### src/rtl/uect_pkg.sv
// ----------------------------------------------------------------------------
// Ultrasonic echo capture tracker package
// Shared types, codes and sensor mapping tables for the tracker unit.
// ----------------------------------------------------------------------------
`default_nettype none

package uect_pkg;

   // Number of sensors tracked, and the code that means no sensor.
   localparam int unsigned NUM_SENSORS = 7;
   localparam logic [2:0] NO_SENSOR = 3'd7;
   localparam logic [15:0] NOT_CAPTURED = 16'hFFFF;
   localparam logic [15:0] SPUR_MAX = 16'hFFFF;

   // Transaction action codes.
   localparam logic [1:0] ACT_TRIGGER = 2'd0;
   localparam logic [1:0] ACT_CAPTURE = 2'd1;
   localparam logic [1:0] ACT_TIMEOUT = 2'd2;

   // Sensor record states.
   localparam logic [2:0] ST_INITIAL      = 3'd0;
   localparam logic [2:0] ST_TRIGGERED    = 3'd1;
   localparam logic [2:0] ST_BEGAN        = 3'd2;
   localparam logic [2:0] ST_ENDED        = 3'd3;
   localparam logic [2:0] ST_OVERCAPTURED = 3'd4;
   localparam logic [2:0] ST_ERROR        = 3'd5;
   localparam logic [2:0] ST_TIMED_OUT    = 3'd6;

   typedef struct packed {
      logic [1:0]  action;
      logic [2:0]  trig_sensor;
      logic        echo_group;
      logic [2:0]  capture_channel;
      logic [15:0] capture_time;
      logic        overcapture;
   } req_payload_type;

   typedef struct packed {
      logic [2:0]  affected_sensor;
      logic [2:0]  sensor_state;
      logic [15:0] begin_time;
      logic [15:0] end_time;
      logic [15:0] pulse_width;
      logic        spurious_event;
      logic [15:0] spurious_total;
   } rsp_payload_type;

   // Commands from the controller to the datapath.
   typedef struct packed {
      logic load_item;
      logic execute;
   } ctl_cmd_type;

   // Status from the datapath to the controller.
   typedef struct packed {
      logic out_busy;
   } dp_status_type;

   typedef enum logic [0:0] {
      CTL_IDLE,
      CTL_EXEC
   } ctl_state_type;

   // Capture group that a sensor belongs to.
   function automatic logic group_of(input logic [2:0] idx);
      logic grp;
      case (idx)
         3'd4, 3'd5, 3'd6: grp = 1'b1;
         default:          grp = 1'b0;
      endcase
      return grp;
   endfunction

   // Capture channel that a sensor is wired to.
   function automatic logic [2:0] channel_of(input logic [2:0] idx);
      logic [2:0] chan;
      case (idx)
         3'd0:    chan = 3'd1;
         3'd1:    chan = 3'd2;
         3'd2:    chan = 3'd3;
         3'd3:    chan = 3'd4;
         3'd4:    chan = 3'd1;
         3'd5:    chan = 3'd3;
         3'd6:    chan = 3'd4;
         default: chan = 3'd0;
      endcase
      return chan;
   endfunction

endpackage

`default_nettype wire

### src/rtl/uect_ctrl.sv
// ----------------------------------------------------------------------------
// Tracker controller
// Sequences each transaction: capture the item, then apply it to the sensor
// table once the result register is free.
// ----------------------------------------------------------------------------
`default_nettype none

module uect_ctrl (
   input  wire logic                    clock,
   input  wire logic                    reset,
   input  wire logic                    req_valid,
   output logic                         req_ready,
   input  wire uect_pkg::dp_status_type dp_status,
   output uect_pkg::ctl_cmd_type        ctl_cmd
);
   import uect_pkg::*;

   ctl_state_type state_ff;
   ctl_state_type state_in;

   // State register.
   always_ff @(posedge clock) begin
      if (reset) begin
         state_ff <= CTL_IDLE;
      end else begin
         state_ff <= state_in;
      end
   end

   // Next state and commands.
   always_comb begin
      state_in          = state_ff;
      req_ready         = 1'b0;
      ctl_cmd.load_item = 1'b0;
      ctl_cmd.execute   = 1'b0;
      case (state_ff)
         CTL_IDLE: begin
            req_ready = 1'b1;
            if (req_valid) begin
               ctl_cmd.load_item = 1'b1;
               state_in          = CTL_EXEC;
            end
         end
         CTL_EXEC: begin
            // Apply the item only when the result register can take the result.
            if (!dp_status.out_busy) begin
               ctl_cmd.execute = 1'b1;
               state_in        = CTL_IDLE;
            end
         end
         default: begin
            state_in = CTL_IDLE;
         end
      endcase
   end

endmodule

`default_nettype wire

### src/rtl/uect_datapath.sv
// ----------------------------------------------------------------------------
// Tracker datapath
// Holds the sensor records, group owners and spurious counter, applies one
// transaction on command and registers its result.
// ----------------------------------------------------------------------------
`default_nettype none

module uect_datapath (
   input  wire logic                      clock,
   input  wire logic                      reset,
   input  wire uect_pkg::req_payload_type req_payload,
   input  wire uect_pkg::ctl_cmd_type     ctl_cmd,
   output uect_pkg::dp_status_type        dp_status,
   output logic                           rsp_valid,
   input  wire logic                      rsp_ready,
   output uect_pkg::rsp_payload_type      rsp_payload
);
   import uect_pkg::*;

   req_payload_type item_ff;
   logic [2:0]      status_ff [NUM_SENSORS];
   logic [2:0]      status_in [NUM_SENSORS];
   logic [15:0]     start_ff  [NUM_SENSORS];
   logic [15:0]     start_in  [NUM_SENSORS];
   logic [15:0]     stop_ff   [NUM_SENSORS];
   logic [15:0]     stop_in   [NUM_SENSORS];
   logic [2:0]      owner_ff  [2];
   logic [2:0]      owner_in  [2];
   logic [15:0]     spur_ff;
   logic [15:0]     spur_in;
   rsp_payload_type rsp_ff;
   rsp_payload_type rsp_in;
   logic            rsp_valid_ff;
   logic            rsp_valid_in;

   logic [2:0]      tgt;
   logic            tgt_ok;
   logic [2:0]      cur_st;
   logic [15:0]     cur_start;
   logic [15:0]     cur_stop;
   logic [2:0]      new_st;
   logic [15:0]     new_start;
   logic [15:0]     new_stop;
   logic            emit_sensor;
   logic            write_rec;
   logic            spur_hit;
   logic            free_grp;
   logic            own_write;
   logic            own_grp;
   logic [15:0]     spur_next;

   assign rsp_valid   = rsp_valid_ff;
   assign rsp_payload = rsp_ff;
   assign dp_status.out_busy = rsp_valid_ff && !rsp_ready;

   // Input item register.
   always_ff @(posedge clock) begin
      if (ctl_cmd.load_item) begin
         item_ff <= req_payload;
      end
   end

   // Target sensor: the triggered one, or the owner of the event's group.
   always_comb begin
      if (item_ff.action == ACT_TRIGGER) begin
         tgt = item_ff.trig_sensor;
      end else begin
         tgt = owner_ff[item_ff.echo_group];
      end
      tgt_ok = (tgt != NO_SENSOR);
      if (tgt_ok) begin
         cur_st    = status_ff[tgt];
         cur_start = start_ff[tgt];
         cur_stop  = stop_ff[tgt];
      end else begin
         cur_st    = ST_INITIAL;
         cur_start = NOT_CAPTURED;
         cur_stop  = NOT_CAPTURED;
      end
   end

   // Record update decision for the transaction.
   always_comb begin
      new_st      = cur_st;
      new_start   = cur_start;
      new_stop    = cur_stop;
      emit_sensor = 1'b0;
      write_rec   = 1'b0;
      spur_hit    = 1'b0;
      free_grp    = 1'b0;
      own_write   = 1'b0;
      own_grp     = item_ff.echo_group;
      case (item_ff.action)
         ACT_TRIGGER: begin
            if (tgt_ok) begin
               new_st      = ST_TRIGGERED;
               new_start   = NOT_CAPTURED;
               new_stop    = NOT_CAPTURED;
               emit_sensor = 1'b1;
               write_rec   = 1'b1;
               own_write   = 1'b1;
               own_grp     = group_of(tgt);
            end
         end
         ACT_CAPTURE: begin
            if (!tgt_ok || channel_of(tgt) != item_ff.capture_channel) begin
               spur_hit = 1'b1;
            end else begin
               emit_sensor = 1'b1;
               write_rec   = 1'b1;
               if (cur_st == ST_TRIGGERED) begin
                  if (item_ff.overcapture) begin
                     new_st   = ST_OVERCAPTURED;
                     free_grp = 1'b1;
                  end else begin
                     new_st    = ST_BEGAN;
                     new_start = item_ff.capture_time;
                  end
               end else if (cur_st == ST_BEGAN) begin
                  free_grp = 1'b1;
                  if (item_ff.overcapture) begin
                     new_st = ST_ERROR;
                  end else begin
                     new_st   = ST_ENDED;
                     new_stop = item_ff.capture_time;
                  end
               end
            end
         end
         ACT_TIMEOUT: begin
            if (!tgt_ok) begin
               spur_hit = 1'b1;
            end else begin
               new_st      = ST_TIMED_OUT;
               emit_sensor = 1'b1;
               write_rec   = 1'b1;
               free_grp    = 1'b1;
            end
         end
         default: begin
         end
      endcase
   end

   // Saturating spurious count.
   assign spur_next = (spur_hit && spur_ff != SPUR_MAX) ? spur_ff + 16'd1 : spur_ff;

   // Next values of the table, counter and result register.
   always_comb begin
      status_in    = status_ff;
      start_in     = start_ff;
      stop_in      = stop_ff;
      owner_in     = owner_ff;
      spur_in      = spur_ff;
      rsp_in       = rsp_ff;
      rsp_valid_in = rsp_valid_ff && !rsp_ready;
      if (ctl_cmd.execute) begin
         spur_in      = spur_next;
         rsp_valid_in = 1'b1;
         if (write_rec) begin
            status_in[tgt] = new_st;
            start_in[tgt]  = new_start;
            stop_in[tgt]   = new_stop;
         end
         if (own_write) begin
            owner_in[own_grp] = tgt;
         end else if (free_grp) begin
            owner_in[own_grp] = NO_SENSOR;
         end
         rsp_in.spurious_event = spur_hit;
         rsp_in.spurious_total = spur_next;
         if (emit_sensor) begin
            rsp_in.affected_sensor = tgt;
            rsp_in.sensor_state    = new_st;
            rsp_in.begin_time      = new_start;
            rsp_in.end_time        = new_stop;
            rsp_in.pulse_width     = (new_st == ST_ENDED) ? new_stop - new_start : 16'd0;
         end else begin
            rsp_in.affected_sensor = NO_SENSOR;
            rsp_in.sensor_state    = ST_INITIAL;
            rsp_in.begin_time      = 16'd0;
            rsp_in.end_time        = 16'd0;
            rsp_in.pulse_width     = 16'd0;
         end
      end
   end

   // Sensor table, owners, counter and result valid.
   always_ff @(posedge clock) begin
      if (reset) begin
         for (int i = 0; i < NUM_SENSORS; i++) begin
            status_ff[i] <= ST_INITIAL;
            start_ff[i]  <= NOT_CAPTURED;
            stop_ff[i]   <= NOT_CAPTURED;
         end
         owner_ff[0]  <= NO_SENSOR;
         owner_ff[1]  <= NO_SENSOR;
         spur_ff      <= 16'd0;
         rsp_valid_ff <= 1'b0;
      end else begin
         status_ff    <= status_in;
         start_ff     <= start_in;
         stop_ff      <= stop_in;
         owner_ff     <= owner_in;
         spur_ff      <= spur_in;
         rsp_valid_ff <= rsp_valid_in;
      end
   end

   // Result payload register.
   always_ff @(posedge clock) begin
      rsp_ff <= rsp_in;
   end

endmodule

`default_nettype wire

### src/rtl/ultrasonic_echo_capture_tracker_unit.sv
// ----------------------------------------------------------------------------
// Ultrasonic echo capture tracker unit
// Tracks echo pulse begin and end times for seven sensors on two capture
// groups and counts events that belong to no measurement.
//
//   Channel   Direction  Ports
//   request   in         req_valid, req_ready, req_payload
//   response  out        rsp_valid, rsp_ready, rsp_payload
//
// Each transaction registers the item and then applies it to the sensor
// table; the controller's two states set the pace.
// A new item is taken while the previous result waits in the output register;
// the apply step waits only while that register is full and not being drained.
// Reset clears all sensor records, group owners and the spurious count at once.
// ----------------------------------------------------------------------------
`default_nettype none

module ultrasonic_echo_capture_tracker_unit (
   input  wire logic                      clock,
   input  wire logic                      reset,
   input  wire logic                      req_valid,
   output logic                           req_ready,
   input  wire uect_pkg::req_payload_type req_payload,
   output logic                           rsp_valid,
   input  wire logic                      rsp_ready,
   output uect_pkg::rsp_payload_type      rsp_payload
);
   import uect_pkg::*;

   ctl_cmd_type   ctl_cmd;
   dp_status_type dp_status;

   // Transaction sequencer.
   uect_ctrl u_ctrl (
      .clock     (clock),
      .reset     (reset),
      .req_valid (req_valid),
      .req_ready (req_ready),
      .dp_status (dp_status),
      .ctl_cmd   (ctl_cmd)
   );

   // Sensor table and result register.
   uect_datapath u_datapath (
      .clock       (clock),
      .reset       (reset),
      .req_payload (req_payload),
      .ctl_cmd     (ctl_cmd),
      .dp_status   (dp_status),
      .rsp_valid   (rsp_valid),
      .rsp_ready   (rsp_ready),
      .rsp_payload (rsp_payload)
   );

endmodule

`default_nettype wire
### config.mk
export PLATFORM = sky130hd
export DESIGN_NAME = ultrasonic_echo_capture_tracker_unit
export DESIGN_NICKNAME = d
export VERILOG_FILES = /design/src/rtl/uect_pkg.sv /design/src/rtl/uect_ctrl.sv /design/src/rtl/uect_datapath.sv /design/src/rtl/ultrasonic_echo_capture_tracker_unit.sv
export SDC_FILE = /design/constraint.sdc
export NUM_CORES = 1
export LEC_CHECK = 0
export BUFFER_PORTS_ARGS = -buffer_cell sky130_fd_sc_hd__buf_2
export CORE_ASPECT_RATIO = 1.25
export CORE_UTILIZATION = 45
export DETAILED_ROUTE_END_ITERATION = 12
export PLACE_DENSITY = 0.67
export SLEW_MARGIN = 20
export SYNTH_ARGS = -nofsm -noshare
export SYNTH_HDL_FRONTEND = slang
export SYNTH_SLANG_ARGS = --single-unit
### constraint.sdc
create_clock -name clock -period 6.76 [get_ports clock]
set_clock_uncertainty 0.05 [all_clocks]
set_input_delay 0 -clock clock [delete_from_list [all_inputs] [get_ports clock]]
set_output_delay 0 -clock clock [all_outputs]
set_load 0.02 [all_outputs]
---- After elaboration in Yosys (flattened, before gate mapping) ----
Index checks and enable logic that the tools add are counted.
operators by class
  $add $sub $neg .......................... 2
  reductions and logical operators ........ 18
  muxes and demuxes ....................... 73
  bitwise gates (word level) .............. 5
  order comparisons ....................... 5
  equality and inequality tests ........... 14
operators by type and width
  operator                                        number
  two-way mux 16 bit                              17
  bitwise mux 112 bit                             2
  binary-select mux 16 bit (select 3 bit)         2
  one-hot mux 16 bit (2 select lines)             2
  two-way mux 3 bit                               17
  demux 16 bit (select 3 bit)                     1
  bitwise mux 21 bit                              1
  two-way mux 1 bit                               19
  adder 16 x 1 -> 16 bit (second input constant)  1
  inequality test 16 bit (second input constant)  1
  subtractor 16 bit                               1
  == test 3 x 2 -> 1 bit (second input constant)  4
  two-way mux 6 bit                               2
  one-hot mux 3 bit (4 select lines)              1
  binary-select mux 3 bit (select 3 bit)          1
  demux 3 bit (select 3 bit)                      1
  == test 3 bit (second input constant)           3
  one-hot mux 3 bit (3 select lines)              1
  one-hot mux 1 bit (2 select lines)              4
  OR reduction 2 bit                              4
  bitwise mux 6 bit                               1
  == test 3 x 1 -> 1 bit (second input constant)  2
  OR 6 bit                                        1
  AND reduction 2 bit                             3
  19 further kinds                                25
storage, ports and cells
  input port bits ......................... 30
  register bits after elaboration ......... 366
  output and inout bits ................... 73
  logic and storage cells ................. 156

---- Logic depth before layout (Yosys ltp) ----
  depth after elaboration ................. 18
  mapped depth ............................ 26
  gate-level depth less buffers ........... 23

---- Cells and area by module ----
Synthesis repeated with hierarchy kept, for this count alone.
second synthesis, totals
  cells, all modules ...................... 1701
  area, all modules ....................... 16759.8 µm²
by module, submodules not included
  module         seq. area each (µm²)  cells an instance  area an instance (µm²)  instances
  uect_datapath  8277.9                1695               16709.8                 1
  uect_ctrl      20.0                  6                  50.0                    1

---- Worst setup path after synthesis ----
OpenSTA, ideal clock, no wires.
  kind .................................... register to register
  start point ............................. register u_datapath.item_ff[24] in the netlist's numbering
  end point ............................... register u_datapath.rsp_ff, in the netlist u_datapath.rsp_payload[31] (data pin)
  period minus slack after synthesis ...... 5.265 ns
  data arrival time ....................... 4.955 ns
  path buffers ............................ 2
  cell stages (with the launch flop) ...... 25
  slack ................................... 1.495 ns
  setup time .............................. 0.259 ns
  path through ............................ edfxtp_1 inv_1 ha_1 clkbuf_1 nor2b_1 a21oi_1 a31o_2 o211ai_1 nor2b_1 nand3_2 buf_4 a211oi_2 inv_1 ha_1 fa_1 nor2b_1 o21ai_0 a21boi_0 o21ai_0 nand2b_1 a21oi_1 o21ai_0 a31oi_1 mux2i_1 a21oi_1
on the way
  elaborated cells on any way between the ends .. 59
  those cells by class .................... add/sub (1); eq/ne (13); mux (35); bitwise (1); reduce/logical (9)
RTL lines
  what                                                                                                      line                                        source
  start, declared                                                                                           uect_datapath.sv:20                         req_payload_type item_ff;
  start signal, assigned                                                                                    uect_datapath.sv:59                         item_ff <= req_payload;
  logical NOT 2 bit                                                                                         uect_datapath.sv:65, uect_datapath.sv:93
  two-way mux 3 bit                                                                                         uect_datapath.sv:65                         if (item_ff.action == ACT_TRIGGER) begin
  inverter 3 -> 4 bit (not written as such)                                                                 uect_datapath.sv:72, uect_datapath.sv:73
  binary-select mux 3 bit (select 3 bit) / binary-select mux 16 bit (select 3 bit) (equally long branches)  uect_datapath.sv:72, uect_datapath.sv:73
  two-way mux 3 bit (not written as such) / two-way mux 16 bit (equally long branches) (2 in a row)         uect_datapath.sv:72, uect_datapath.sv:73
  two-way mux 3 bit / two-way mux 16 bit (equally long branches)                                            uect_datapath.sv:71                         if (tgt_ok) begin
  == test 3 x 1 -> 1 bit / two-way mux 16 bit (equally long branches)                                       uect_datapath.sv:111, uect_datapath.sv:112
  two-way mux 16 bit                                                                                        uect_datapath.sv:111                        if (cur_st == ST_TRIGGERED) begin
  two-way mux 16 bit                                                                                        uect_datapath.sv:106                        if (!tgt_ok || channel_of(tgt) != item_ff.capture_channel) begin
  one-hot mux 16 bit (2 select lines) *                                                                     uect_datapath.sv:93                         case (item_ff.action)
  named net u_datapath.new_start[0]                                                                         uect_datapath.sv:42                         logic [15:0] new_start;
  subtractor 16 bit *                                                                                       uect_datapath.sv:177                        rsp_in.pulse_width = (new_st == ST_ENDED) ? new_stop - new_start : 16'd0;
  end signal, assigned                                                                                      uect_datapath.sv:212                        rsp_ff <= rsp_in;
  end, declared                                                                                             uect_datapath.sv:31                         rsp_payload_type rsp_ff;
Mark *: on every way through the listed nets, which the timed path passes. The rest lies on a longest branch. The select of a mux whose other input is x is not followed.
A chain may end at the register's enable or synchronous reset.

---- Worst setup path after layout ----
Same ends and word-level chain as after synthesis.

==> impl_metrics.tcl <==
set metrics [dict create \
    outcome "complete, no violations" \
    placementRows 78 \
    drive_gt1_share_pct 17.6 \
    grt_pass1_wl_mm 70.6 \
    die-area_um2 38000 \
    min_from "req_payload[11]" \
    routed_wl_mm 45.4 \
    tightest_slew_ns 1.08 \
    max-vdd-ir-drop_mv 0.186 \
    powerDensity_nw_per_um2 252 \
    clk_latency_ns 0.56 \
    htreeDepth 2 \
    drt_iter0_markers 1186 \
    maxCapViolCount 0 \
    dp_hpwl_mm 28.5 \
    numPortBuffers 102 \
    hold_class "in -> reg" \
    final_cell_mix "329 x nor2_1, 269 x dfxtp_1, 225 x a211o_1" \
    io_pins 103 \
    start_kind "flop" \
    max_freq_mhz 158 \
    syn_nets 1748 \
    cts_tree "done" \
    timing_hold_violations_final 0 \
    cts_setup_buffers 0 \
    die_w_um 175 \
    end_kind "flop" \
    synth-seq-area-share_pct 49.5 \
    p_leak_nw 7.47 \
    gr-total-overflow 0 \
    syn_avg_cell_area_um2 9.88 \
    stdcell_count 2271 \
    startpoint "u_datapath.item_ff[24]" \
    start_util_pct 45.9 \
    cp_data_required_time_ns 6.99 \
    critPathArrivalTime_ns 6.56 \
    synth_top_family_by_area "compound AO/OA/AOI/OAI gates" \
    root_buffer "clkbuf_16" \
    synth_fa_ha_area_share_pct 1.61 \
    ant_nets 0 \
    clk_path_buf_depth 3 \
    die_h_um 218 \
    maxSlewHeadroom_pct 28.0 \
    fin_crit_ns 6.33 \
    slowest_stage "edfxtp_1" \
    yosys_warnings 0 \
    tns_ns 0 \
    avgRoutedWirePerCell_um 20.0 \
    synth_edf_count 97 \
    synth_area_um2 16800 \
    synthCells 1697 \
    grt_usage_pct 23.8 \
    post-route-drc-count 0 \
    final_nets 1813 \
    synthXorXnorAreaFrac_pct 1.57 \
    synth_flop_cell "dfxtp_1" \
    reg2reg_from "u_datapath.item_ff[24]" \
    dr.pass1.iters 8 \
    grt_pass1_vias 12400 \
    placedCellCount 2174 \
    numCtsBuffers 37 \
    async_flop_share_pct 0 \
    core_um2 36500 \
    timing.final.crit_share_pct 93.7 \
    final_common_cell "nor2_1" \
    path_cells "inv_1 > ha_4 > buf_4 > nand2b_1 > o21ai_4 > o2111ai_1 > o211ai_1 > nor2b_1 > nand3_4 > mux2_2 > nor2_2 > inv_1 > fa_1 > nor2b_1 > o21ai_0 > a21boi_0 > o21ai_0 > nand2b_1 > a21oi_1 > o21ai_0 > a31oi_1 > mux2i_1 > a21oi_1" \
    ys_seq_elements 366 \
    slowest_delay_ns 0.42 \
    hold_ws_ns 0.0998 \
    synth_cell_type_count 74 \
    vias 13300 \
    grt_max_degree 127 \
    grt_setup_unrepaired "no" \
    antenna_found_initial 0 \
    setup_viol 0 \
    n_antenna_cell 0 \
    slew_viol_final 0 \
    cts.sinks 366 \
    synthSimpleGateAreaFrac_pct 16.9 \
    fin_util_pct 52.5 \
    worst_path_most_repeated_cell "o21ai_0" \
    cp_max_fo 27 \
    muxShareOfSynthArea_pct 6.40 \
    gp_congestion 0.868 \
    synth_compound_area_share_pct 19.6 \
    crit_type "reg -> reg" \
    via_per_inst 5.84 \
    clk_pin_slew_ns 0.06 \
    syn2layout_area_growth_pct 14.3 \
]
[worst max-delay path: cells and delay by family (launching register included)]
family	cells	cell delay (ns)
AOI/OAI and AO/OA	10	2.12
adders and majority gates	2	0.61
buffers and inverters	3	0.65
DFF	1	0.42
muxes	2	0.57
and+or+nand+nor	6	1.67
[sequential cells by signal, indices dropped and copies added, names as in the netlist]
name and count:
u_ctrl.state_ff 1, u_datapath.item_ff 26, u_datapath.owner_ff 6, u_datapath.rsp_payload 71
u_datapath.rsp_valid 1, u_datapath.spur_ff 16, u_datapath.start_ff 112, u_datapath.status_ff 21
u_datapath.stop_ff 112
[through the flow]
| stage | worst slack [ns] | total power, mW | cell area, µm² |
|---|---|---|---|
| floorplan | 1.50 | 2.64 | 16800 |
| global placement | 0.640 | 2.78 | 17600 |
| detailed placement | 0.368 | 2.78 | 17600 |
| CTS | 0.334 | 4.86 | 19100 |
| global route | 0.00128 | 4.97 | 19200 |
| finish | 0.427 | 4.83 | 19200 |
[area by class of cell]
type,instances,area (µm²)
Fill cell,3251,17300
Clock buffer,52,1070
Clock inverter,16,163
Sequential cell,366,8300
Timing Repair Buffer,159,1040
Inverter,42,159
Multi-Input combinational cell,1156,7820
Tap cell,480,601
[Yosys cell counts (14+ instances only)]
cell type	count	share of area, %
a211o_1	225	12
a21oi_1	52	1.6
buf_2	23	0.69
clkbuf_1	89	2.0
dfxtp_1	269	32
edfxtp_1	97	17
ha_1	20	1.5
inv_1	42	0.94
mux2_2	19	1.3
mux4_2	32	4.3
nand2_1	118	2.6
nand3_1	66	2.0
nor2_1	329	7.4
o211ai_1	22	0.99
o21ai_0	38	1.1
xnor2_1	16	0.84
xor2_1	14	0.73
[routing by layer]
layer,part of all wire (%),track usage (%),up-vias
met1,42,30.5,6464
li1,-,-,6230
met3,5.8,2.86,78
met4,3.4,9.13,0
met5,0,0,-
met2,48,40.8,492
[cell families after synthesis]
group,count (synthesis)
compound gates,415
fa+ha+maj,21
simple gates,626
flops,366
mux,64
buf+inv,175
xor+xnor,30
[power breakdown]
part	leakage, nW	internal (mW)	switching (mW)
registers	3.10	2.30	0.0244
logic	3.76	0.133	0.295
clock network	0.614	1.20	0.881
[what timing repair did]
| action | 4_1_cts | 5_1_grt |
|---|---|---|
| resized for setup | 0 | 3 |
| hold endpoints to repair | 28 | 0 |
| hold buffers | 28 | 0 |
| setup endpoints to repair | 0 | 6 |
[final timing paths]
| path | endpoint | slack [ns] | cells after the start |
|---|---|---|---|
| setup reg to reg | u_datapath.rsp_payload[31] | 0.43 | 23 |
| hold reg to reg | u_datapath.stop_ff[75] | 0.40 | 1 |
| setup / recovery | u_datapath.rsp_payload[31] | 0.43 | 23 |
| hold / removal | u_datapath.item_ff[11] | 0.1 | 2 |
Power figures use the tool's default switching activity.
